--- src/design/scba_pkg.sv ---
// ----------------------------------------------------------------------------
// scba_pkg
// Shared types, widths, status codes and the size-class table of the
// size-class block allocator.
// ----------------------------------------------------------------------------
package scba_pkg;

   localparam int DEF_NUM_CLASSES = 16;
   localparam int DEF_SLOTS       = 4096;

   localparam int CHUNK_W     = 21;
   localparam int SIZE_W      = 32;
   localparam int CLASS_W     = 4;
   localparam int SLOT_IO_W   = 12;
   localparam int STATUS_W    = 3;
   localparam int BYTES_W     = 14;
   localparam int USED_TOT_W  = 27;
   localparam int CHUNK_TOT_W = 17;
   localparam int ACC_W       = 22;
   localparam int CSR_ADDR_W  = 2;
   localparam int CSR_DATA_W  = 32;

   localparam logic [CHUNK_W-1:0]    DEFAULT_CHUNK = CHUNK_W'(65536);
   localparam logic [CSR_ADDR_W-1:0] REG_CHUNK_BYTES = '0;

   typedef enum logic [STATUS_W-1:0] {
      STAT_OK           = 3'd0,
      STAT_TOO_LARGE    = 3'd1,
      STAT_OUT_OF_SPACE = 3'd2,
      STAT_NOT_OWNED    = 3'd3,
      STAT_DOUBLE_FREE  = 3'd4
   } stat_type;

   typedef enum logic [2:0] {
      S_IDLE,
      S_DECODE,
      S_CARVE,
      S_POP_RD,
      S_POP_DATA,
      S_FREE_RD,
      S_FREE_CHK,
      S_RESULT
   } state_type;

   typedef struct packed {
      logic     load_req;
      logic     carve_start;
      logic     carve_step;
      logic     pop_rd;
      logic     pop_fin;
      logic     free_rd;
      logic     free_push;
      logic     set_status;
      stat_type status;
      logic     load_rsp;
   } cmd_type;

   typedef struct packed {
      logic func;
      logic too_large;
      logic stack_empty;
      logic class_full;
      logic unowned;
      logic carve_last;
      logic slot_free;
      logic rsp_busy;
   } sts_type;

   function automatic logic [BYTES_W-1:0] class_bytes(input logic [CLASS_W-1:0] c);
      logic [BYTES_W-1:0] b;
      case (c)
         4'd0:    b = 14'd16;
         4'd1:    b = 14'd32;
         4'd2:    b = 14'd48;
         4'd3:    b = 14'd64;
         4'd4:    b = 14'd96;
         4'd5:    b = 14'd128;
         4'd6:    b = 14'd192;
         4'd7:    b = 14'd256;
         4'd8:    b = 14'd384;
         4'd9:    b = 14'd512;
         4'd10:   b = 14'd768;
         4'd11:   b = 14'd1024;
         4'd12:   b = 14'd1536;
         4'd13:   b = 14'd2048;
         4'd14:   b = 14'd4096;
         default: b = 14'd8192;
      endcase
      return b;
   endfunction

endpackage

--- src/design/scba_ctrl.sv ---
// ----------------------------------------------------------------------------
// scba_ctrl
// Sequencer of the allocator: decode, carve, pop, push and result hand-off.
// ----------------------------------------------------------------------------
module scba_ctrl
   import scba_pkg::*;
(
   input  logic    clock,
   input  logic    reset,
   input  logic    req_valid,
   output logic    req_ready,
   input  sts_type sts,
   output cmd_type cmd
);

   state_type state_ff, state_in;

   always_ff @(posedge clock) begin
      if (reset) begin
         state_ff <= S_IDLE;
      end else begin
         state_ff <= state_in;
      end
   end

   always_comb begin
      state_in = state_ff;
      unique case (state_ff)
         S_IDLE: begin
            if (req_valid) state_in = S_DECODE;
         end
         S_DECODE: begin
            if (!sts.func) begin
               if (sts.too_large) state_in = S_RESULT;
               else if (sts.stack_empty) state_in = sts.class_full ? S_RESULT : S_CARVE;
               else state_in = S_POP_RD;
            end else begin
               state_in = sts.unowned ? S_RESULT : S_FREE_RD;
            end
         end
         S_CARVE: begin
            if (sts.carve_last) state_in = S_POP_RD;
         end
         S_POP_RD:   state_in = S_POP_DATA;
         S_POP_DATA: state_in = S_RESULT;
         S_FREE_RD:  state_in = S_FREE_CHK;
         S_FREE_CHK: state_in = S_RESULT;
         S_RESULT: begin
            if (!sts.rsp_busy) state_in = S_IDLE;
         end
         default: state_in = S_IDLE;
      endcase
   end

   always_comb begin
      cmd = '0;
      cmd.status = STAT_OK;
      req_ready = 1'b0;
      unique case (state_ff)
         S_IDLE: begin
            req_ready = 1'b1;
            cmd.load_req = req_valid;
         end
         S_DECODE: begin
            if (!sts.func) begin
               if (sts.too_large) begin
                  cmd.set_status = 1'b1;
                  cmd.status = STAT_TOO_LARGE;
               end else if (sts.stack_empty) begin
                  if (sts.class_full) begin
                     cmd.set_status = 1'b1;
                     cmd.status = STAT_OUT_OF_SPACE;
                  end else begin
                     cmd.carve_start = 1'b1;
                  end
               end
            end else if (sts.unowned) begin
               cmd.set_status = 1'b1;
               cmd.status = STAT_NOT_OWNED;
            end
         end
         S_CARVE:  cmd.carve_step = 1'b1;
         S_POP_RD: cmd.pop_rd = 1'b1;
         S_POP_DATA: begin
            cmd.pop_fin = 1'b1;
            cmd.set_status = 1'b1;
            cmd.status = STAT_OK;
         end
         S_FREE_RD: cmd.free_rd = 1'b1;
         S_FREE_CHK: begin
            cmd.set_status = 1'b1;
            if (sts.slot_free) begin
               cmd.status = STAT_DOUBLE_FREE;
            end else begin
               cmd.free_push = 1'b1;
               cmd.status = STAT_OK;
            end
         end
         S_RESULT: cmd.load_rsp = !sts.rsp_busy;
         default: ;
      endcase
   end

endmodule

--- config.mk ---
export PLATFORM = sky130hd
export DESIGN_NAME = scba_ctrl
export DESIGN_NICKNAME = d
export VERILOG_FILES = /design/src/design/scba_pkg.sv /design/src/design/scba_ctrl.sv
export SDC_FILE = /design/constraint.sdc
export NUM_CORES = 1
export LEC_CHECK = 0
export BUFFER_PORTS_ARGS = -buffer_cell sky130_fd_sc_hd__buf_2
export CORE_AREA = 2 2 39 41
export DETAILED_ROUTE_END_ITERATION = 16
export DIE_AREA = 0 0 41 43
export PLACE_DENSITY = 0.67
export RECOVER_POWER = 25
export SLEW_MARGIN = 20
export SYNTH_ARGS = -nofsm -noshare
export SYNTH_HDL_FRONTEND = slang
export SYNTH_SLANG_ARGS = --single-unit
--- constraint.sdc ---
create_clock -name clock -period 3.2 [get_ports clock]
set_clock_uncertainty 0.15 [all_clocks]
set_input_delay 0.64 -clock clock [delete_from_list [all_inputs] [get_ports clock]]
set_output_delay 0.64 -clock clock [all_outputs]
set_load 0.1 [all_outputs]
* Yosys cells after proc, flatten, opt, wreduce, memory -nomap -nowiden
Index checks and enable logic that the tools add are counted.
Cells by class: equal/unequal tests 10, mux-type cells 30, reduce and logical (&&, ||, !) cells 4
Operator list (count):
- 3-bit two-way mux | 8
- 3-bit one-hot mux with 7 select lines | 1
- 4-bit two-way mux | 5
- 1-bit two-way mux | 14
- 3-bit equality test, second input constant | 4
- 4-bit one-hot mux with 3 select lines | 1
- 3-bit by 2-bit equality test with 1-bit output, second input constant | 2
- 2-bit inequality test, second input constant | 3
- 3-bit by 1-bit equality test with 1-bit output, second input constant | 1
- 3-bit logical NOT | 1
- 3-bit AND reduction | 1
- 2-bit two-way mux | 1
- 2-bit OR reduction | 1
- 1-bit logical NOT | 1
Word-level totals: register bits 3, bits of input ports 11, output and inout bits 13, word-level logic and storage cells 45

* Depth between registers and ports, before layout
Gate-level depths: netlist of run 1.
depth in word-level cells 5, depth in mapped cells 5, depth with buffers taken out 4

* Worst setup path after synthesis of run 1
OpenSTA, ideal clock, no wires.
kind register to output, start register state_ff[0], end output cmd[11] (netlist name), data arrival time 2.627 ns, required time 2.410 ns, setup slack -0.217 ns, stages on the path, launching flop included 4, buffers on the path 1, cell sequence dfxtp_1 -> clkbuf_4 -> nor3_2 -> and2_1
RTL lines:
- start: declaration | line scba_ctrl.sv:16 | state_type state_ff, state_in;
- start signal: assignment | line scba_ctrl.sv:22 | state_ff <= state_in;
- end: declaration | line scba_ctrl.sv:13 | output cmd_type cmd

* Worst setup path after layout of run 1
start register state_ff[0], end output req_ready
On the way: word-level cells in the longest chain between the ends 2
Ends and longest elaborated chain:
- 3-bit logical NOT | line scba_ctrl.sv:59 | unique case (state_ff)
- 1-bit two-way mux | line scba_ctrl.sv:59
- end: declaration | line scba_ctrl.sv:11 | output logic req_ready,
Every way passes these cells.

==> summary.txt, run 1 <==
Yosys
  – Ys async rst share: 0
  – #FFs+latches synth: 3
  – Leading area contributor after synthesis: dfxtp_1
  – Distinct cells, synth: 21
  – Ys flop type: dfxtp_1
  – Seq/Total Area, Yosys: 0.172
  – Avg Cell Area, Syn: ~7.4 µm²
  – Synth area leaders: dfxtp_1 (17%), nand2_1 (7.5%), nor2_1 (7.5%), buf_6 (6.5%), nand4_4 (6.1%)
  – Synthesized cell area: ~350 µm²
  – Synth Net Count: 58
  – Synth Warn #: 0
  – Post-synth EDFFs: 0
  – Yosys top cell area share: 0.172
  – Mapped Cells: 47
  – Post-synth top cells: nand2_1 (7), nor2_1 (7), a21oi_1 (4)

Routing
  – Total wire length: approximately 770 µm
  – Via count: 407
  – Detailed-route DRC error count: 0
  – Drt via density: ~4.7
  – Drt initial violations: 5
  – DRT Pass-1 Iters: 4
  – Routed Antenna Nets: 0
  – DR WL/cell: between 8 and 9 µm

GRT
  – First-pass GRT wire length: 1330 µm
  – Vias in the first global route: 353
  – Grt ovf: 0
  – Initial antenna violation count: 0
  – GRT met1 Usage: 0.129
  – GRT busiest layer: met2
  – GR Layer Usage met3: 0.0314
  – Met2 Track Usage GR: 0.169
  – Pin count of the biggest net entering global routing: 15
  – GRT Util Overall: 0.112

Timing
  – Max-slew violations: 0
  – Max Clock Freq: 386 MHz
  – Fin crit share: 0.810
  – RSZ-0062 raised after global routing: no
  – Pin slew with the least headroom to its limit: roughly 1.2 ns
  – Post-layout min period: about 2.6 ns
  – Fin Hold WS: roughly 0.46 ns
  – PnR worst setup slack: about 0.6 ns
  – Setup TNS Final: 0 ns
  – Setup Viol. Count Final: 0
  – Rel. slew slack: 0.232
  – Final Hold Vio Count: 0

Clock network
  – Post-CTS Setup Repair Bufs: 0
  – Clock slew seen by the registers of the worst setup and hold paths: 0.04 ns
  – Clk buf depth: 2
  – CTS root buffer: clkbuf_4
  – Htree depth: 1
  – Hold buffers post-CTS: 0
  – Post-CTS Resized: 0
  – Worst-skew pair later-pin latency: 0.23 ns
  – CTS tree: yes
  – Clock sink count: 3
  – Num CTS Buffers: 3

Finish
  – Largest Register: state_ff
  – Final nets: 83
  – Largest register FFs: 3
  – Fillers: approximately 150
  – ANT cells: 0
  – Multi-input gate area: around 260 µm²
  – Area Growth Syn to Fin: 36.6%
  – Final Instance Area: roughly 480 µm²
  – Top Registers: state_ff (3)
  – Storage element area: approximately 60 µm²
  – Final std cells w/o fill: 87
  – Fraction of final layout cells sized beyond drive strength 1: 0.423

Floorplan
  – Num rows: 14
  – DIE HEIGHT: between 40 and 50 µm
  – Die W: a little over 40 µm
  – Core area: ~0.0014 mm²
  – Starting density of the core: 0.252
  – # IOs: 24
  – Die ar.: roughly 0.0018 mm²

Setup path
  – Required @ worst endpoint: ~2.4 ns
  – CP peak stage delay: 0.88 ns
  – CP Capture Type: output pin
  – Slowest cell on crit path: clkbuf_1
  – Worst Setup Path Type: reg -> out
  – CP bufs+invs: 1
  – Crit-path max FO: 13
  – Type of origin of the critical path: register
  – WP data arrival: ~1.8 ns
  – Cells along the critical path: nor3_4 -> clkbuf_1
  – Top cell family by delay on the critical path: buffers and inverters

Run
  – Maxcap violations: 0

Pwr
  – Power Density: approximately 800 mW/mm²
  – LEAKAGE: roughly 0.24 nW
  – Peak supply drop: approximately 0.00032 V

Placed design
  – Inst Count DP: 83
  – Worst slack at placement: between 0.8 and 0.9 ns
  – Cell area after placement: 460 µm²
  – RD Place Congestion: about 0.7
  – IO Port Bufs: 23
  – Hpwl dp: between 600 and 700 µm

Hold path
  – Worst Hold Class: in -> reg

Run status
  – Outcome: completed
routing by layer:
layer	vias up	part of all wire	routed length [µm]
li1	218	-	-
met1	171	0.45	347
met2	18	0.48	373
met3	0	0.065	50
met4	0	0	0
met5	-	0	0
cell type report:
type | count | area share
Timing Repair Buffer | 23 | 0.239
Multi-Input combinational cell | 41 | 0.538
Tap cell | 16 | 0.0420
Sequential cell | 3 | 0.126
Clock buffer | 4 | 0.0551
path summary, 6_finish.rpt:
| kind | start | endpoint | slack (ns) | cells past startpoint |
|---|---|---|---|---|
| max | state_ff[0] | req_ready | 0.61 | 2 |
| max reg2reg | state_ff[1] | state_ff[0] | 1.65 | 3 |
| min reg2reg | state_ff[1] | state_ff[2] | 0.52 | 2 |
| min | reset | state_ff[1] | 0.46 | 2 |
report_power, final:
part | switching (mW) | total, mW | internal [mW] | leakage, nW
Combinational | 0.188 | 0.237 | 0.0497 | 0.196
Clock | 0.0184 | 0.0651 | 0.0467 | 0.0150
Sequential | 0.0304 | 0.0757 | 0.0453 | 0.0249
Total | 0.236 | 0.378 | 0.142 | 0.236
per-stage QoR:
stage	util	total power [mW]
2_1_floorplan	-	0.297
3_3_place_gp	0.333	0.320
3_5_place_dp	0.333	0.321
4_1_cts	0.352	0.389
5_1_grt	0.344	0.401
6_report	0.344	0.378
layout by cell type, fill, tap and decap left out:
cell / n
o21ai_0: 1
nor2_1: 7
and2b_4: 1
and3_1: 1
dfxtp_1: 3
nor2_2: 1
a211oi_1: 2
clkbuf_4: 3
nand2b_1: 3
buf_2: 22
nand4_4: 1
and2_1: 1
o21ai_1: 1
nor2b_1: 2
clkbuf_1: 2
nor3_4: 1
nand3b_1: 1
nand3_1: 3
o211ai_1: 1
nand2_1: 7
nor3_1: 1
mux2_1: 1
a311oi_2: 1
a21oi_1: 4
cell families (layout without fill, tap and decap cells):
group / after synthesis / after routing / share of synthesized area
compound gates: 10 / 10 / 0.194
simple gates: 30 / 30 / 0.505
buf+inv: 3 / 27 / 0.0860
mux: 1 / 1 / 0.0430
flops: 3 / 3 / 0.172
(Power assumes the default switching activity.)
==> run 2, diff against run 1 <==
ABC_AREA = 1   (was unset)
PLACE_DENSITY = 0.71   (was 0.67)
clock period = 2.2 ns   (was 3.2 ns; I/O delays follow)
==> summary.txt, run 2 <==
Finish
  – Largest register FFs: 3 (unchanged)
  – ANT cells: 0 (unchanged)
  – Multi-input gate area: 277 µm² (+7.8%)
  – Area Growth Syn to Fin: 62.6%
  – Fraction of final layout cells sized beyond drive strength 1: 0.500 (+0.0775)
  – Largest Register: state_ff
  – Final std cells w/o fill: 106 (+22%)
  – Commonest non-fill, non-tap cell in the layout: buf_2
  – Final nets: 102 (+23%)
  – Fillers: 151 (+2.7%)
  – Final Instance Area: 604 µm² (+27%)
  – Final Core Density: 0.437 (+0.0922)
  – Storage element area: 61.3 µm² (+2.1%)
  – Top Registers: state_ff (3)
  – Commonest non-fill, non-tap cells in the layout: buf_2 (18), nand2_1 (16), nor2_1 (13), inv_1 (7), nand3_1 (5)

Timing
  – Fin crit share: 0.954
  – Max-slew violations: 0 (unchanged)
  – Final Hold Vio Count: 0 (unchanged)
  – Pin slew with the least headroom to its limit: 0.491 ns (-0.667 ns)
  – Post-layout min period: approximately 2.1 ns
  – Setup Viol. Count Final: 0 (unchanged)
  – RSZ-0062 raised after global routing: no
  – Setup TNS Final: 0 ns (unchanged)
  – Max Clock Freq: about 480 MHz
  – Rel. slew slack: 0.675 (+0.443)

Yosys
  – Post-synth EDFFs: 0 (unchanged)
  – Distinct cells, synth: 14 (-33%)
  – Synth area leaders: nor2_1 (17%), dfxtp_1 (16%), nand2_1 (16%), inv_1 (7.1%), nand3_1 (6.7%)
  – Post-synth top cells: nor2_1 (17), nand2_1 (16), inv_1 (7), nand3_1 (5), nor3_1 (4)
  – Top-count cell post-synth: nor2_1
  – Yosys top cell area share: 0.172 (-0.000326)
  – Mapped Cells: 65 (+38%)
  – Synth Net Count: 76 (+31%)
  – Ys async rst share: 0 (unchanged)
  – #FFs+latches synth: 3 (unchanged)
  – Synthesized cell area: 372 µm² (+6.5%)
  – Ys flop type: dfxtp_1
  – Seq/Total Area, Yosys: 0.162 (-0.0104)
  – Avg Cell Area, Syn: 5.72 µm² (-23%)
  – Synth Warn #: 0 (unchanged)
  – Leading area contributor after synthesis: nor2_1

GRT
  – First-pass GRT wire length: 1300 µm (-2.6%)
  – Initial antenna violation count: 0 (unchanged)
  – Pin count of the biggest net entering global routing: 10 (-5)
  – Vias in the first global route: 372 (+5.4%)
  – Grt ovf: 0 (unchanged)
  – GRT Util Overall: 0.112 (-0.000338)

Run
  – Maxcap violations: 0 (unchanged)

Setup path
  – CP peak stage delay: 0.45 ns (-0.43 ns)
  – Worst Setup Path Type: reg -> out
  – WP data arrival: 1.51 ns (-0.29 ns)
  – Slowest cell on crit path: dfxtp_1
  – Type of origin of the critical path: register
  – Cells along the critical path: inv_2 -> nor2_4 -> nand2_1 -> nor2_2 -> buf_2
  – Crit-path max FO: 7 (-6)
  – CP bufs+invs: 2 (+1)
  – Required @ worst endpoint: 1.61 ns (-0.80 ns)
  – Top cell family by delay on the critical path: buffers and inverters
  – CP Capture Type: output pin

Routing
  – DR WL/cell: 8.66 µm (-2.1%)
  – Drt via density: 4.22 (-9.9%)
  – DRT Pass-1 Iters: 4 (unchanged)
  – Total wire length: 918 µm (+19%)
  – Drt initial violations: 1 (-4)
  – Routed Antenna Nets: 0 (unchanged)
  – Via count: 447 (+9.8%)
  – Detailed-route DRC error count: 0 (unchanged)

Hold path
  – Worst Hold Class: in -> reg

Floorplan
  – DIE HEIGHT: 43 µm (unchanged)
  – Num rows: 14 (unchanged)
  – # IOs: 24 (unchanged)
  – Starting density of the core: 0.269 (+0.0163)
  – Core area: 0.00138 mm² (unchanged)
  – Die ar.: 0.00176 mm² (unchanged)
  – Die W: 41 µm (unchanged)

Clock network
  – CTS root buffer: clkbuf_4
  – Post-CTS Setup Repair Bufs: 0 (unchanged)
  – Clock sink count: 3 (unchanged)
  – Num CTS Buffers: 3 (unchanged)
  – Worst-skew pair later-pin latency: 0.23 ns (about the same)
  – Clock slew seen by the registers of the worst setup and hold paths: 0.03 ns (about the same)
  – Clk buf depth: 2 (unchanged)
  – CTS tree: yes
  – Htree depth: 1 (unchanged)
  – Hold buffers post-CTS: 0 (unchanged)

Placed design
  – Hpwl dp: 801 µm (+28%)
  – Cell area after placement: 574 µm² (+25%)
  – RD Place Congestion: 0.713 (-0.13%)
  – IO Port Bufs: 23 (unchanged)
  – Inst Count DP: 102 (+23%)

Run status
  – Outcome: completed
## run 2: changes by cell type after synthesis, sizes merged, moves of 2 or more
cell / delta
a211oi: -2
a21oi: -4
inv: +9
nand2: +12
nand2b: -3
nand3: +4
nor2: +11
nor2b: -2
nor3: +2
o21ai: -2
## run 2: final timing paths
check              startpoint  depth (start not counted)          end  slack (ns)
hold / removal          reset                          4  state_ff[2]        0.32
setup / recovery  state_ff[1]                          5       cmd[5]        0.10
setup reg to reg  state_ff[2]                          7  state_ff[1]        0.83
hold reg to reg   state_ff[0]                          3  state_ff[0]        0.46
## run 2: through the flow
step / setup slack (ns) / hold WS (ns)
final: 0.101 / 0.319
after floorplan: -0.380 / 0.454
after detailed placement: 0.297 / 0.537
after global routing: 0.00391 / 0.339
after global placement: 0.312 / 0.512
after CTS: 0.0420 / 0.309
## run 2: routing by layer
metal  vias to the layer above  routed length (µm)  GRT usage
met2                        13                 506      0.197
met5                         -                   0          0
met4                         0                   0      0.120
met3                         0                  75          0
li1                        248                   -          -
met1                       186                 336     0.0987
## run 2: final cells by class
type                    count  area share
repair buffers             23       0.294
flip-flops and latches      3       0.101
well taps                  16      0.0331
clock buffers               4      0.0435
multi-input cells          50       0.458
inverters                  10      0.0704
## run 2: repair_timing
| item | 4_1_cts | 5_1_grt |
|---|---|---|
| gates resized for setup | 0 | 2 |
| hold endpoints to repair | 0 | 0 |
| endpoints found under the setup margin | 0 | 4 |
## run 2: cell families (layout without fill, tap and decap cells)
family | Yosys count | count (layout) | synth area share
and+or+nand+nor | 50 | 50 | 0.663
buffers and inverters | 12 | 37 | 0.175
DFF | 3 | 3 | 0.162
## run 2: tightest hold or removal path: stages
cell     delay, ns
buf_2         0.07
inv_1         0.05
nand2_1       0.06
inv_1         0.03
Power of run 2 is left out: the tool's default activity adds up to more than one toggle a clock period on the data nets, which glitch-free logic cannot reach.
==> run 3, diff against run 2 <==
RECOVER_POWER = 50   (was 25)
==> summary.txt, run 3 (synthesized netlist as in run 2, its figures left out) <==
Run status
  – Outcome: completed

Setup path
  – Crit-path max FO: 7 (unchanged)
  – Required @ worst endpoint: 1.61 ns (about the same)
  – WP data arrival: 1.51 ns (about the same)
  – CP Capture Type: output pin
  – R2R depth: 7 (unchanged)
  – Type of origin of the critical path: register
  – Worst Setup Path Type: reg -> out

Run
  – Maxcap violations: 0 (unchanged)

Timing
  – Post-layout min period: 2.10 ns (+0.000538 ns)
  – Fin Hold WS: 0.319 ns (-0.00000300 ns)
  – Max Clock Freq: 476 MHz (about the same)
  – Rel. slew slack: 0.640 (-0.0354)
  – Final Hold Vio Count: 0 (unchanged)
  – Setup Viol. Count Final: 0 (unchanged)
  – RSZ-0062 raised after global routing: no
  – Pin slew with the least headroom to its limit: 0.543 ns (+0.0521 ns)
  – Fin crit share: 0.954 (about the same)
  – Max-slew violations: 0 (unchanged)

Floorplan
  – Die ar.: 0.00176 mm² (unchanged)
  – Starting density of the core: 0.269 (unchanged)
  – DIE HEIGHT: 43 µm (unchanged)
  – Die W: 41 µm (unchanged)
  – # IOs: 24 (unchanged)
  – Num rows: 14 (unchanged)
  – Core area: 0.00138 mm² (unchanged)

Clock network
  – CTS root buffer: clkbuf_4
  – CTS tree: yes
  – Clock sink count: 3 (unchanged)
  – Num CTS Buffers: 3 (unchanged)
  – Worst-skew pair later-pin latency: 0.23 ns (about the same)
  – Htree depth: 1 (unchanged)
  – Clock slew seen by the registers of the worst setup and hold paths: 0.03 ns (about the same)
  – Post-CTS Setup Repair Bufs: 0 (unchanged)
  – Clk buf depth: 2 (unchanged)

Routing
  – Routed Antenna Nets: 0 (unchanged)
  – Drt via density: 4.22 (unchanged)
  – Drt initial violations: 1 (unchanged)
  – DR WL/cell: 8.71 µm (+0.54%)
  – DRT Pass-1 Iters: 4 (unchanged)
  – Detailed-route DRC error count: 0 (unchanged)
  – Total wire length: 923 µm (+0.54%)
  – Via count: 447 (unchanged)

GRT
  – First-pass GRT wire length: 1300 µm (unchanged)
  – Pin count of the biggest net entering global routing: 10 (unchanged)
  – Grt ovf: 0 (unchanged)
  – GRT Util Overall: 0.112 (unchanged)
  – Initial antenna violation count: 0 (unchanged)
  – Vias in the first global route: 372 (unchanged)

Finish
  – Fraction of final layout cells sized beyond drive strength 1: 0.500 (unchanged)
  – Area Growth Syn to Fin: 58.6%
  – Top Registers: state_ff (3)
  – Commonest non-fill, non-tap cells in the layout: nand2_1 (16), buf_2 (16), nor2_1 (13), inv_1 (7), nand3_1 (5)
  – Largest Register: state_ff
  – Largest register FFs: 3 (unchanged)
  – Final nets: 102 (unchanged)
  – ANT cells: 0 (unchanged)

Placed design
  – IO Port Bufs: 23 (unchanged)
  – Hpwl dp: 801 µm (unchanged)
  – RD Place Congestion: 0.713 (unchanged)

Hold path
  – Hold Path Cell Cnt: 4 (unchanged)
  – Worst Hold Class: in -> reg
## run 3: cell types whose count changed in the layout (fill, tap and decap cells not counted)
cell	delta
buf_12	-1
clkbuf_2	+3
buf_2	-2
## run 3: worst paths after layout
| check | to | startpoint | slack (ns) |
|---|---|---|---|
| worst max-delay path | cmd[5] | state_ff[1] | 0.10 |
| worst min-delay path | state_ff[2] | reset | 0.32 |
| worst max register to register | state_ff[1] | state_ff[2] | 0.83 |
| worst min register to register | state_ff[0] | state_ff[0] | 0.46 |
## run 3: critical path, stage by stage, from the launching register on
cell and delay, ns:
dfxtp_1 0.45, inv_2 0.12, nor2_4 0.10, nand2_1 0.09
nor2_2 0.09, buf_2 0.42
## run 3: timing repair
item	4_1_cts	5_1_grt
resized for setup	0	2
hold buffers	0	0
setup endpoints to repair	0	4
## run 3: metal layers
layer | GRT usage | share of wire | wire length, µm
met1 | 0.0987 | 0.37 | 340
met2 | 0.197 | 0.55 | 508
met3 | 0 | 0.081 | 75
met4 | 0.120 | 0 | 0
met5 | 0 | 0 | 0
## run 3: layout make-up
type                            instances  area, µm²
Timing Repair Buffer                   23        163
Multi-Input combinational cell         50        277
Sequential cell                         3       61.3
Inverter                               10       42.5
Fill cell                             153        795
Tap cell                               16       20.0
Clock buffer                            4       26.3
## run 3: stage by stage
stage	setup TNS (ns)	setup slack [ns]	instances	instance area, µm²	util
after CTS	0	0.0420	106	601	0.434
after global routing	0	0.00391	106	589	0.426
after global placement	0	0.312	102	574	0.415
after detailed placement	0	0.297	102	574	0.415
after floorplan	-1.74	-0.380	65	402	-
final	0	0.101	106	589	0.426
Power of run 3 is left out for the same reason.
